==> config.mk <==
export PLATFORM = sky130hd
export DESIGN_NAME = mlp_3_8_3_sigmoid_forward_unit
export DESIGN_NICKNAME = d
export VERILOG_FILES = /design/src/hdl/mlpfwd_pkg.sv /design/src/hdl/mlpfwd_seq.sv /design/src/hdl/mlpfwd_mac.sv /design/src/hdl/mlpfwd_act.sv /design/src/hdl/mlp_3_8_3_sigmoid_forward_unit.sv
export SDC_FILE = /design/constraint.sdc
export NUM_CORES = 2
export LEC_CHECK = 0
export BUFFER_PORTS_ARGS = -buffer_cell sky130_fd_sc_hd__buf_2
export CORE_MARGIN = 3
export CORE_UTILIZATION = 45
export DETAILED_ROUTE_END_ITERATION = 6
export PLACE_DENSITY_LB_ADDON = 0.12
export SETUP_SLACK_MARGIN = 0.4
export SYNTH_ARGS = -nofsm -noshare
export SYNTH_HDL_FRONTEND = slang
export SYNTH_SLANG_ARGS = --single-unit
export TNS_END_PERCENT = 100
==> constraint.sdc <==
create_clock -name clk -period 7.18 [get_ports clk]
set_input_delay 0.359 -clock clk [delete_from_list [all_inputs] [get_ports clk]]
set_output_delay 0.359 -clock clk [all_outputs]
set_load 0.01 [all_outputs]
==> src/hdl/mlpfwd_pkg.sv <==
`timescale 1ns / 1ps
`default_nettype none
// ---------------------------------------------------------------------------
// mlpfwd_pkg: shared types, constants and table function
// Item structs, pipeline tags and the sigmoid table entry generator used by
// the perceptron forward unit.
// ---------------------------------------------------------------------------
package mlpfwd_pkg;

  // default sizes of the network
  localparam int NInputDef  = 3;
  localparam int NHiddenDef = 8;
  localparam int NOutputDef = 3;
  localparam int SigDepthDef = 256;

  // fixed widths (field widths and the parameter ranges settle these)
  localparam int WordW = 16;
  localparam int AddrW = 6;
  localparam int NeurW = 4;   // neuron index, up to 16 hidden neurons
  localparam int TermW = 5;   // term index within a neuron, bias included
  localparam int OpW   = 18;  // signed operand: Q4.12 input, Q0.16 hidden, bias scale
  localparam int ProdW = OpW + WordW;
  localparam int AccW  = 40;

  // bias scale factors per layer
  localparam int HidBiasScale = 4096;
  localparam int OutBiasScale = 65536;

  // func codes
  localparam logic FuncLoad = 1'b0;
  localparam logic FuncEval = 1'b1;

  // layer codes
  localparam logic LayerHidden = 1'b0;
  localparam logic LayerOutput = 1'b1;

  typedef struct packed {
    logic                    func;
    logic [AddrW-1:0]        weight_index;
    logic signed [WordW-1:0] weight_value;
    logic signed [WordW-1:0] in_a;
    logic signed [WordW-1:0] in_b;
    logic signed [WordW-1:0] in_c;
  } req_item_t;

  typedef struct packed {
    logic [WordW-1:0] out_a;
    logic [WordW-1:0] out_b;
    logic [WordW-1:0] out_c;
  } rsp_item_t;

  // one term issued by the sequencer
  typedef struct packed {
    logic             valid;
    logic [AddrW-1:0] addr;
    logic             layer;
    logic [TermW-1:0] term;
    logic [NeurW-1:0] neuron;
    logic             first;
    logic             last;
    logic             last_neuron;
  } issue_t;

  // neuron tag carried down the activation path
  typedef struct packed {
    logic             valid;
    logic             layer;
    logic [NeurW-1:0] neuron;
    logic             last_neuron;
  } tag_t;

  typedef struct packed {
    tag_t                   tag;
    logic signed [AccW-1:0] acc;
  } acc_t;

  typedef struct packed {
    tag_t             tag;
    logic [WordW-1:0] value;
  } act_t;

  // Unsigned shift-and-subtract division for elaboration-time tables.
  // Operands are nonnegative and below 2^63.
  function automatic longint udiv(input longint num, input longint den);
    longint rem;
    longint quo;
    rem = 0;
    quo = 0;
    for (int b = 62; b >= 0; b--) begin
      rem = (rem << 1) | ((num >> b) & longint'(1));
      quo = quo << 1;
      if (rem >= den) begin
        rem = rem - den;
        quo = quo | longint'(1);
      end
    end
    return quo;
  endfunction

  // Sigmoid at the center of bin idx of a depth-entry table over [-8,8),
  // Q0.16. Evaluated at elaboration only.
  function automatic logic [WordW-1:0] sig_entry(input int idx, input int depth);
    longint c;
    longint m;
    longint u;
    longint sum;
    longint term;
    longint e;
    longint q;
    longint v;
    c = 2 * longint'(idx) + 1 - longint'(depth);
    m = (c < 0) ? -c : c;
    u = udiv(m << 30, longint'(depth));
    sum  = 0;
    term = longint'(1) << 31;
    for (int k = 0; k < 24; k++) begin
      if (k > 0) begin
        term = udiv((term * u) >> 31, longint'(k));
      end
      if ((k & 1) == 1) begin
        sum = sum - term;
      end else begin
        sum = sum + term;
      end
    end
    if (sum < 0) begin
      sum = 0;
    end
    e = sum;
    for (int k = 0; k < 4; k++) begin
      e = (e * e) >> 31;
    end
    q = (longint'(1) << 31) + e;
    if (c >= 0) begin
      v = udiv((longint'(1) << 47) + (q >> 1), q);
    end else begin
      v = udiv((e << 16) + (q >> 1), q);
    end
    if (v > 65535) begin
      v = 65535;
    end
    return v[WordW-1:0];
  endfunction

endpackage
`default_nettype wire

==> src/hdl/mlpfwd_seq.sv <==
`timescale 1ns / 1ps
`default_nettype none
// ---------------------------------------------------------------------------
// mlpfwd_seq: evaluation sequencer
// Walks the weight words of all neurons, one term per cycle with a pause
// between the layers, and tracks the block's busy, flush and delivery phases.
// ---------------------------------------------------------------------------
module mlpfwd_seq
  import mlpfwd_pkg::*;
#(
  parameter int NInput  = NInputDef,
  parameter int NHidden = NHiddenDef,
  parameter int NOutput = NOutputDef
) (
  input  wire logic   clk,
  input  wire logic   rst,
  input  wire logic   start,
  input  wire logic   fin,
  input  wire logic   out_free,
  output issue_t      issue,
  output logic        idle,
  output logic        deliver
);

  localparam logic [2:0] StIdle  = 3'd0;
  localparam logic [2:0] StRun   = 3'd1;
  localparam logic [2:0] StWait  = 3'd2;
  localparam logic [2:0] StFlush = 3'd3;
  localparam logic [2:0] StDone  = 3'd4;

  // hidden results must be written back before the output layer reads them
  localparam logic [2:0] DrainCycles = 3'd6;

  logic [2:0]       state;
  logic             layer;
  logic [NeurW-1:0] neuron;
  logic [TermW-1:0] term;
  logic [AddrW-1:0] addr;
  logic [2:0]       wait_cnt;
  logic             last_term;
  logic             last_neu;

  always_comb begin
    if (layer == LayerHidden) begin
      last_term = (term == TermW'(NInput));
      last_neu  = (neuron == NeurW'(NHidden - 1));
    end else begin
      last_term = (term == TermW'(NHidden));
      last_neu  = (neuron == NeurW'(NOutput - 1));
    end
  end

  always_comb begin
    issue.valid       = (state == StRun);
    issue.addr        = addr;
    issue.layer       = layer;
    issue.term        = term;
    issue.neuron      = neuron;
    issue.first       = (term == '0);
    issue.last        = last_term;
    issue.last_neuron = last_neu;
  end

  assign idle    = (state == StIdle);
  assign deliver = (state == StDone) && out_free;

  always_ff @(posedge clk) begin
    if (rst) begin
      state    <= StIdle;
      layer    <= LayerHidden;
      neuron   <= '0;
      term     <= '0;
      addr     <= '0;
      wait_cnt <= '0;
    end else begin
      case (state)
        StIdle: begin
          if (start) begin
            state  <= StRun;
            layer  <= LayerHidden;
            neuron <= '0;
            term   <= '0;
            addr   <= '0;
          end
        end
        StRun: begin
          addr <= addr + 1'b1;
          if (last_term) begin
            term <= '0;
            if (last_neu) begin
              neuron <= '0;
              if (layer == LayerHidden) begin
                layer    <= LayerOutput;
                wait_cnt <= DrainCycles;
                state    <= StWait;
              end else begin
                state <= StFlush;
              end
            end else begin
              neuron <= neuron + 1'b1;
            end
          end else begin
            term <= term + 1'b1;
          end
        end
        StWait: begin
          if (wait_cnt == '0) begin
            state <= StRun;
          end else begin
            wait_cnt <= wait_cnt - 1'b1;
          end
        end
        StFlush: begin
          if (fin) begin
            state <= StDone;
          end
        end
        StDone: begin
          if (out_free) begin
            state <= StIdle;
          end
        end
        default: begin
          state <= StIdle;
        end
      endcase
    end
  end

endmodule
`default_nettype wire

==> src/hdl/mlpfwd_mac.sv <==
`timescale 1ns / 1ps
`default_nettype none
// ---------------------------------------------------------------------------
// mlpfwd_mac: weight store and shared multiply-accumulate
// Holds the weight memory, the latched inputs and the hidden values, and
// accumulates one neuron's terms into a wide signed sum.
// ---------------------------------------------------------------------------
module mlpfwd_mac
  import mlpfwd_pkg::*;
#(
  parameter int NHidden = NHiddenDef
) (
  input  wire logic                    clk,
  input  wire logic                    rst,
  input  wire logic                    wr_en,
  input  wire logic [AddrW-1:0]        wr_addr,
  input  wire logic [WordW-1:0]        wr_data,
  input  wire logic                    start,
  input  wire logic signed [WordW-1:0] x_a,
  input  wire logic signed [WordW-1:0] x_b,
  input  wire logic signed [WordW-1:0] x_c,
  input  wire issue_t                  issue,
  input  wire act_t                    hid_wr,
  output acc_t                         acc_out
);

  localparam int StoreDepth = 1 << AddrW;
  localparam int HidW = (NHidden > 1) ? $clog2(NHidden) : 1;

  logic [WordW-1:0]        wmem [StoreDepth];
  logic [WordW-1:0]        rdata;
  logic signed [WordW-1:0] x_a_q;
  logic signed [WordW-1:0] x_b_q;
  logic signed [WordW-1:0] x_c_q;
  logic [WordW-1:0]        hid [NHidden];
  logic signed [OpW-1:0]   op;
  logic signed [OpW-1:0]   op_q;
  issue_t                  s1;
  issue_t                  s2;
  logic signed [ProdW-1:0] prod;
  logic signed [AccW-1:0]  prod_ext;
  logic signed [AccW-1:0]  acc;
  tag_t                    acc_tag;

  // weight memory: written by load items, read one word a cycle
  always_ff @(posedge clk) begin
    if (wr_en) begin
      wmem[wr_addr] <= wr_data;
    end
    rdata <= wmem[issue.addr];
  end

  always_ff @(posedge clk) begin
    if (start) begin
      x_a_q <= x_a;
      x_b_q <= x_b;
      x_c_q <= x_c;
    end
    if (hid_wr.tag.valid && (hid_wr.tag.layer == LayerHidden)) begin
      hid[hid_wr.tag.neuron[HidW-1:0]] <= hid_wr.value;
    end
  end

  // operand for the term being issued
  always_comb begin
    if (issue.layer == LayerHidden) begin
      if (issue.last) begin
        op = OpW'(HidBiasScale);
      end else if (issue.term == TermW'(0)) begin
        op = {{(OpW - WordW){x_a_q[WordW-1]}}, x_a_q};
      end else if (issue.term == TermW'(1)) begin
        op = {{(OpW - WordW){x_b_q[WordW-1]}}, x_b_q};
      end else begin
        op = {{(OpW - WordW){x_c_q[WordW-1]}}, x_c_q};
      end
    end else begin
      if (issue.last) begin
        op = OpW'(OutBiasScale);
      end else begin
        op = {{(OpW - WordW){1'b0}}, hid[issue.term[HidW-1:0]]};
      end
    end
  end

  assign prod_ext = {{(AccW - ProdW){prod[ProdW-1]}}, prod};

  always_ff @(posedge clk) begin
    if (rst) begin
      s1.valid       <= 1'b0;
      s2.valid       <= 1'b0;
      acc_tag.valid  <= 1'b0;
    end else begin
      s1            <= issue;
      s2            <= s1;
      acc_tag.valid <= s2.valid && s2.last;
    end
    op_q                <= op;
    prod                <= ProdW'(op_q) * ProdW'($signed(rdata));
    acc_tag.layer       <= s2.layer;
    acc_tag.neuron      <= s2.neuron;
    acc_tag.last_neuron <= s2.last_neuron;
    if (s2.valid) begin
      acc <= s2.first ? prod_ext : acc + prod_ext;
    end
  end

  assign acc_out.tag = acc_tag;
  assign acc_out.acc = acc;

endmodule
`default_nettype wire

==> src/hdl/mlpfwd_act.sv <==
`timescale 1ns / 1ps
`default_nettype none
// ---------------------------------------------------------------------------
// mlpfwd_act: sigmoid activation
// Saturates a neuron sum to [-8,8) in Q4.12, scales it to a table index and
// looks the sigmoid up, three register stages.
// ---------------------------------------------------------------------------
module mlpfwd_act
  import mlpfwd_pkg::*;
#(
  parameter int SigDepth = SigDepthDef
) (
  input  wire logic clk,
  input  wire logic rst,
  input  wire acc_t acc_in,
  output act_t      act_out
);

  localparam int IdxW = $clog2(SigDepth);
  localparam int DepW = $clog2(SigDepth + 1);
  localparam int ScW  = WordW + DepW;

  localparam logic signed [AccW-1:0] HidLim = AccW'(longint'(1) << 27);
  localparam logic signed [AccW-1:0] OutLim = AccW'(longint'(1) << 31);

  logic [WordW-1:0]       rom [SigDepth];
  logic signed [AccW-1:0] lim;
  logic signed [AccW-1:0] shifted;
  logic [WordW-1:0]       p;
  logic [WordW-1:0]       p_q;
  logic [ScW-1:0]         scaled;
  logic [IdxW-1:0]        idx_q;
  tag_t                   tag_p;
  tag_t                   tag_i;
  tag_t                   tag_v;
  logic [WordW-1:0]       value;

  for (genvar g = 0; g < SigDepth; g++) begin : g_rom
    localparam logic [WordW-1:0] Entry = sig_entry(g, SigDepth);
    assign rom[g] = Entry;
  end

  // saturate and drop the fraction bits below Q4.12
  always_comb begin
    lim     = (acc_in.tag.layer == LayerHidden) ? HidLim : OutLim;
    shifted = acc_in.acc + lim;
    if (acc_in.acc < -lim) begin
      p = '0;
    end else if (acc_in.acc > lim - 1) begin
      p = '1;
    end else if (acc_in.tag.layer == LayerHidden) begin
      p = shifted[27:12];
    end else begin
      p = shifted[31:16];
    end
  end

  assign scaled = ScW'(p_q) * ScW'(SigDepth);

  always_ff @(posedge clk) begin
    if (rst) begin
      tag_p.valid <= 1'b0;
      tag_i.valid <= 1'b0;
      tag_v.valid <= 1'b0;
    end else begin
      tag_p <= acc_in.tag;
      tag_i <= tag_p;
      tag_v <= tag_i;
    end
    p_q   <= p;
    idx_q <= scaled[WordW +: IdxW];
    value <= rom[idx_q];
  end

  assign act_out.tag   = tag_v;
  assign act_out.value = value;

endmodule
`default_nettype wire

==> src/hdl/mlp_3_8_3_sigmoid_forward_unit.sv <==
`timescale 1ns / 1ps
`default_nettype none
// ---------------------------------------------------------------------------
// mlp_3_8_3_sigmoid_forward_unit: perceptron forward pass, sigmoid layers
// Fully connected NInput-NHidden-NOutput network in fixed point with one
// shared multiply-accumulate and a sigmoid lookup table.
// ---------------------------------------------------------------------------
// Usage:
//   req channel (req_valid / req_stall / req) carries items. func = load
//   writes weight_value to word weight_index of the weight store; loads
//   stream back to back while the block is idle. func = eval runs the
//   network on in_a..in_c and returns one rsp item.
//   Weight layout: per hidden neuron NInput weights then its bias, then per
//   output neuron NHidden weights then its bias (59 words at 3-8-3).
//   The shared multiply-accumulate takes one weight word per cycle while
//   the sequencer runs; a drain between the layers lets the last hidden
//   value reach the hidden registers.
//   req_stall is high from an eval accept until its result moves to the
//   rsp register, so evaluations run one at a time.
//   The rsp register holds a finished item while rsp_stall is high; a new
//   item (load or eval) is still taken meanwhile. A finished eval waits for
//   the rsp register to empty before the block goes idle again.
//   Reset clears the sequencer and valid flags; the weight store is not
//   cleared, every word must be loaded before an eval reads it.
// ---------------------------------------------------------------------------
module mlp_3_8_3_sigmoid_forward_unit
  import mlpfwd_pkg::*;
#(
  parameter int NInput   = NInputDef,
  parameter int NHidden  = NHiddenDef,
  parameter int NOutput  = NOutputDef,
  parameter int SigDepth = SigDepthDef
) (
  input  wire logic      clk,
  input  wire logic      rst,
  input  wire logic      req_valid,
  output logic           req_stall,
  input  wire req_item_t req,
  output logic           rsp_valid,
  input  wire logic      rsp_stall,
  output rsp_item_t      rsp
);

  logic             accept;
  logic             wr_en;
  logic             start;
  logic             idle;
  logic             deliver;
  logic             fin;
  logic             out_free;
  issue_t           issue;
  acc_t             acc;
  act_t             act;
  logic [WordW-1:0] work_a;
  logic [WordW-1:0] work_b;
  logic [WordW-1:0] work_c;

  // an item only enters while the sequencer is idle
  assign req_stall = !idle;
  assign accept    = req_valid && !req_stall;
  assign wr_en     = accept && (req.func == FuncLoad);
  assign start     = accept && (req.func == FuncEval);

  // last output neuron written back means the result is complete
  assign fin      = act.tag.valid && (act.tag.layer == LayerOutput) && act.tag.last_neuron;
  assign out_free = !rsp_valid || !rsp_stall;

  mlpfwd_seq #(
    .NInput  (NInput),
    .NHidden (NHidden),
    .NOutput (NOutput)
  ) u_seq (
    .clk      (clk),
    .rst      (rst),
    .start    (start),
    .fin      (fin),
    .out_free (out_free),
    .issue    (issue),
    .idle     (idle),
    .deliver  (deliver)
  );

  mlpfwd_mac #(
    .NHidden (NHidden)
  ) u_mac (
    .clk     (clk),
    .rst     (rst),
    .wr_en   (wr_en),
    .wr_addr (req.weight_index),
    .wr_data (req.weight_value),
    .start   (start),
    .x_a     (req.in_a),
    .x_b     (req.in_b),
    .x_c     (req.in_c),
    .issue   (issue),
    .hid_wr  (act),
    .acc_out (acc)
  );

  mlpfwd_act #(
    .SigDepth (SigDepth)
  ) u_act (
    .clk     (clk),
    .rst     (rst),
    .acc_in  (acc),
    .act_out (act)
  );

  // collect output neuron values as they come out of the table
  always_ff @(posedge clk) begin
    if (act.tag.valid && (act.tag.layer == LayerOutput)) begin
      case (act.tag.neuron)
        NeurW'(0): work_a <= act.value;
        NeurW'(1): work_b <= act.value;
        NeurW'(2): work_c <= act.value;
        default: begin
        end
      endcase
    end
  end

  // result register; output neurons not present read as zero
  always_ff @(posedge clk) begin
    if (rst) begin
      rsp_valid <= 1'b0;
    end else if (deliver) begin
      rsp_valid <= 1'b1;
    end else if (rsp_valid && !rsp_stall) begin
      rsp_valid <= 1'b0;
    end
    if (deliver) begin
      rsp.out_a <= (NOutput > 0) ? work_a : '0;
      rsp.out_b <= (NOutput > 1) ? work_b : '0;
      rsp.out_c <= (NOutput > 2) ? work_c : '0;
    end
  end

endmodule
`default_nettype wire
==> flow_summary.rst <==
.. list-table::
   :header-rows: 1

   * - Metric
     - Value
   * - Required time at the endpoint of the critical path
     - 7.81 ns
   * - Reg-to-Reg Start
     - u_mac.rdata[12]
   * - Reg clk slew, reported paths
     - 0.06 ns
   * - Number of violations of the max-capacitance limit
     - 0
   * - Remaining number of nets flagged by the antenna check after routing
     - 0
   * - Area of the die
     - 165,000 um^2
   * - Endpoint of the worst-slack reg-to-reg timing path
     - u_mac.prod[31]
   * - Placeable core region
     - 159,000 um^2
   * - Total setup violations reported at the end of the flow
     - 0
   * - Fraction of synthesis flops using an asynchronous set or reset pin
     - 0%
   * - Antenna violations before repair
     - 9
   * - Delay of the slowest cell on the worst path
     - 0.82 ns
   * - Period Utilization, post-route
     - 90.6%
   * - Leftover overflow at the end of global routing
     - 0
   * - CTS root buffer
     - sky130_fd_sc_hd__clkbuf_16
   * - Run status
     - completed
   * - Category of cells accounting for the largest share of critical-path delay
     - adder cells
   * - Footprint of the multi-input gates
     - 25,800 um^2
   * - Worst slew margin
     - 17.8%
   * - Worst hold slack
     - 0.0655 ns
   * - Start point of the critical path
     - u_mac.rdata[12]
   * - Number of levels in the clock H-tree
     - 4
   * - Hpwl dp
     - 120 mm
   * - Number of placed instances, taps included
     - 6,717
   * - Number of flip-flops and latches in the synthesized netlist
     - 1,508
   * - Number of cells traversed by the worst register-to-register path
     - 19
   * - Reg-to-reg setup timing slack
     - 0.68 ns
   * - Total Routing Usage GR
     - 22.6%
   * - X dimension of the die
     - 406 um
   * - Final hold violation count
     - 0
   * - Total I/O pin count
     - 125
   * - Synth Flop Type
     - sky130_fd_sc_hd__edfxtp_1
   * - Number of DRC violations after detailed routing
     - 0
   * - Via count of the first global-routing pass
     - 41,500
   * - Area growth from synthesis to layout
     - 12.5%
   * - Total Routed Length
     - 185 mm
   * - Via total after detailed routing
     - 40,800
   * - Worst Skew
     - 0.0506 ns
   * - Most frequent cell on the critical path
     - sky130_fd_sc_hd__fa_1
   * - Combined flip-flop and latch cell area
     - 43,900 um^2
   * - Post-Synthesis Net Count
     - 5,147
   * - Worst Setup Start Kind
     - register
   * - Capturing element of the worst setup path
     - u_mac.prod[31]
   * - Row Count
     - 146
   * - Initial DRC Count
     - 3,901
   * - Net count, final
     - 5,379
   * - Initial core utilization
     - 45.4%
   * - Fin cells
     - 7,058
   * - Worst Tran Pin Value
     - 1.23 ns
   * - Fraction of final layout cells sized beyond drive strength 1
     - 18.5%
   * - Max-slew violation count
     - 0
   * - Netlist area before placement
     - 72,000 um^2
   * - Die boundary height
     - 406 um
   * - Maximum net fanout on the critical path
     - 18
   * - Cells along the critical path
     - nand2_1 > fa_1 > inv_1 > fa_1 > fa_1 > fa_1 > fa_1 > inv_1 > fa_1 > inv_1 > ha_1 > a21o_1 > a21oi_1 > o21ai_0 > a221o_1 > o31ai_1 > o21a_1 > mux2i_1 > nand3_1
   * - Number of input and output port buffers inserted
     - 124
   * - Final total negative setup slack
     - 0 ns
   * - First-pass GRT wire length
     - 276 mm
   * - Crit. End Element
     - register
   * - Iteration count of the initial detailed-routing pass
     - 6
   * - Clock buffers created by TritonCTS
     - 159
   * - Synthesized area per cell
     - 15.6 um^2
   * - Buffering stage count on the worst path with inverters included
     - 3
   * - Critical path arrival
     - 7.14 ns
   * - TritonCTS clock tree
     - yes
   * - Post-DR wirelength/cell
     - 26.2 um
   * - Min Tclk post-route
     - 6.50 ns
   * - Sinks on the clock net
     - 1,508
   * - Fillcell total
     - 13,200
   * - Number of vias per cell
     - 5.78
   * - Weighted congestion reported at the end of routability-driven placement
     - 0.965
   * - Largest net degree at the start of global routing
     - 113
   * - Cell with the biggest individual delay on the critical path
     - sky130_fd_sc_hd__dfxtp_1
   * - Number of synthesized flops with an enable pin
     - 1,370
   * - Setup repair after global routing missed its margin
     - yes
   * - Stages on the worst setup path
     - 19
   * - Latest clock arrival within the worst-skew pair
     - 0.80 ns
   * - Post CTS Setup Buffer Count
     - 0
   * - Number of warnings printed during yosys synthesis
     - 0
   * - Post-synthesis sequential area ratio
     - 61.0%
   * - Largest buffer count on any clock path
     - 3
   * - Classification of the worst setup path
     - register to register
   * - Number of standard cells after synthesis
     - 4,623
   * - Synth unique cells
     - 74
   * - Min-Delay Path Class
     - input port to register
   * - Upper clock frequency limit
     - 0.154 GHz
-- layer usage --
metal  GRT usage, %  vias to the layer above  part of all wire (%)
met3           3.28                      283                   5.4
met5              0                        -                 0.014
li1               -                    17900                     -
met2           36.9                     1261                    49
met4           6.76                        4                   2.8
met1           31.9                    21300                    43
-- layout make-up --
cell class	instances	area share, %
Inverter	354	1.64
Multi-Input combinational cell	2514	31.9
Clock inverter	97	1.11
Clock buffer	192	5.13
Timing Repair Buffer	318	2.76
Tap cell	2072	3.20
Antenna cell	3	0.00927
Sequential cell	1508	54.3
-- placed cells by master (no fill, tap or decap), types with 24 or more instances in the layout --
master,Yosys,layout
sky130_fd_sc_hd__a211oi_1,59,59
sky130_fd_sc_hd__a31oi_1,32,32
sky130_fd_sc_hd__mux4_2,371,371
sky130_fd_sc_hd__xnor2_1,43,43
sky130_fd_sc_hd__and2_1,142,142
sky130_fd_sc_hd__clkinv_2,0,24
sky130_fd_sc_hd__mux2i_1,46,46
sky130_fd_sc_hd__nand2b_1,24,24
sky130_fd_sc_hd__a21oi_1,178,177
sky130_fd_sc_hd__clkinv_1,2,39
sky130_fd_sc_hd__dlygate4sd3_1,0,49
sky130_fd_sc_hd__nor2b_1,26,26
sky130_fd_sc_hd__edfxtp_1,1370,1370
sky130_fd_sc_hd__a311oi_1,26,26
sky130_fd_sc_hd__nor3_1,54,50
sky130_fd_sc_hd__fa_1,291,291
sky130_fd_sc_hd__ha_1,158,158
sky130_fd_sc_hd__buf_2,36,124
sky130_fd_sc_hd__nand2_1,307,307
sky130_fd_sc_hd__clkbuf_1,175,29
sky130_fd_sc_hd__nand3_1,55,55
sky130_fd_sc_hd__o21ai_0,137,137
sky130_fd_sc_hd__a21o_1,41,41
sky130_fd_sc_hd__nor2_1,236,227
sky130_fd_sc_hd__inv_1,352,350
sky130_fd_sc_hd__dfxtp_1,138,117
sky130_fd_sc_hd__buf_4,1,142
sky130_fd_sc_hd__clkbuf_16,0,160
-- logic make-up after synthesis --
kind of cell	count (synthesis)	share of synthesized area, %
and+or+nand+nor	946	6.23
buffers and inverters	601	3.24
DFF	1508	61.0
muxes	419	12.3
adders and majority gates	449	10.8
xor gates and xnor gates	63	0.766
AOI/OAI and AO/OA	637	5.68
-- state kept, by name, summed over array words and instances, names as in the netlist, 5 cells and up, named ones only --
signal and flops:
u_mac.wmem 1024, u_mac.hid 128, rsp 48, u_mac.acc 40
u_mac.prod 34, u_mac.op_q 18, u_act.value 16, u_mac.rdata 16
u_mac.x_a_q 16, u_mac.x_b_q 16, u_mac.x_c_q 16, work_a 16
work_b 16, work_c 16, u_mac.s1 9, u_mac.s2 9
u_act.idx_q 8, u_act.p_q 8, u_act.act_out 7, u_act.tag_i 7
u_act.tag_p 7, u_mac.acc_out 7, u_seq.addr 6, u_seq.term 5
-- worst reg2reg max path, stage by stage, from the launching register on --
cell	delay, ns
sky130_fd_sc_hd__dfxtp_1	0.82
sky130_fd_sc_hd__nand2_1	0.15
sky130_fd_sc_hd__fa_1	0.51
sky130_fd_sc_hd__inv_1	0.05
sky130_fd_sc_hd__fa_1	0.56
sky130_fd_sc_hd__fa_1	0.44
sky130_fd_sc_hd__fa_1	0.47
sky130_fd_sc_hd__fa_1	0.55
sky130_fd_sc_hd__inv_1	0.07
sky130_fd_sc_hd__fa_1	0.48
sky130_fd_sc_hd__inv_1	0.04
sky130_fd_sc_hd__ha_1	0.34
sky130_fd_sc_hd__a21o_1	0.20
sky130_fd_sc_hd__a21oi_1	0.18
sky130_fd_sc_hd__o21ai_0	0.10
sky130_fd_sc_hd__a221o_1	0.39
sky130_fd_sc_hd__o31ai_1	0.52
sky130_fd_sc_hd__o21a_1	0.26
sky130_fd_sc_hd__mux2i_1	0.18
sky130_fd_sc_hd__nand3_1	0.08
-- worst min path at each step --
stage	start	end	slack, ns	cells past startpoint
finish	rst	u_seq.addr[2]	0.07	2
CTS	rst	u_seq.addr[2]	0.001	2
global placement	u_act.p_q[13]	u_act.idx_q[5]	0.31	0
global route	rst	u_seq.addr[2]	0.04	2
detailed placement	u_act.p_q[10]	u_act.idx_q[2]	0.31	0
floorplan	u_act.p_q[8]	u_act.idx_q[0]	0.31	0
-- per-stage QoR --
step / setup WS, ns / utilization [%] / instance area, um^2
after floorplan: 1.24 / - / 72000
after global placement: 0.672 / 47.5 / 75400
after detailed placement: 0.624 / 47.5 / 75400
after CTS: 0.565 / 51.0 / 81000
after global routing: 0.368 / 51.0 / 81000
final: 0.676 / 51.0 / 81000
-- synth_stat cells, types with 6 or more instances --
cell type | n | area [um^2]
sky130_fd_sc_hd__nor3_1 | 54 | 270
sky130_fd_sc_hd__o21a_1 | 16 | 120
sky130_fd_sc_hd__and3_1 | 15 | 93.8
sky130_fd_sc_hd__ha_1 | 158 | 1980
sky130_fd_sc_hd__a21o_1 | 41 | 308
sky130_fd_sc_hd__nand2_1 | 307 | 1150
sky130_fd_sc_hd__dfxtp_1 | 138 | 2760
sky130_fd_sc_hd__nor2b_1 | 26 | 163
sky130_fd_sc_hd__o21ai_0 | 137 | 686
sky130_fd_sc_hd__nor4_1 | 12 | 75.1
sky130_fd_sc_hd__a221oi_1 | 10 | 87.6
sky130_fd_sc_hd__or2_2 | 10 | 62.6
sky130_fd_sc_hd__nand3_1 | 55 | 275
sky130_fd_sc_hd__xnor2_1 | 43 | 377
sky130_fd_sc_hd__mux2i_1 | 46 | 460
sky130_fd_sc_hd__and2_1 | 142 | 888
sky130_fd_sc_hd__mux4_2 | 371 | 8360
sky130_fd_sc_hd__a21oi_1 | 178 | 891
sky130_fd_sc_hd__a311oi_1 | 26 | 228
sky130_fd_sc_hd__clkbuf_1 | 175 | 657
sky130_fd_sc_hd__o311ai_0 | 6 | 52.6
sky130_fd_sc_hd__inv_1 | 352 | 1320
sky130_fd_sc_hd__edfxtp_1 | 1370 | 41100
sky130_fd_sc_hd__o31ai_1 | 20 | 150
sky130_fd_sc_hd__a2111oi_0 | 8 | 70.1
sky130_fd_sc_hd__buf_2 | 36 | 180
sky130_fd_sc_hd__a211o_1 | 7 | 61.3
sky130_fd_sc_hd__o211ai_1 | 21 | 158
sky130_fd_sc_hd__o22ai_1 | 9 | 56.3
sky130_fd_sc_hd__a211oi_1 | 59 | 443
sky130_fd_sc_hd__nand4_1 | 22 | 138
sky130_fd_sc_hd__a31oi_1 | 32 | 200
sky130_fd_sc_hd__nor3b_1 | 16 | 120
sky130_fd_sc_hd__o21bai_1 | 11 | 82.6
sky130_fd_sc_hd__or3_1 | 6 | 37.5
sky130_fd_sc_hd__xor2_1 | 20 | 175
sky130_fd_sc_hd__nand2b_1 | 24 | 150
sky130_fd_sc_hd__buf_1 | 31 | 116
sky130_fd_sc_hd__fa_1 | 291 | 5830
sky130_fd_sc_hd__nor2_1 | 236 | 886
-- what timing repair did --
item | 4_1_cts | 5_1_grt
endpoints found under the setup margin | 0 | 3
hold endpoints to repair | 49 | 0
hold buffers | 49 | 0
resized for setup | 0 | 10
Power is left out: the tool's default activity adds up to more than one toggle a clock period on the data nets, which glitch-free logic cannot reach.
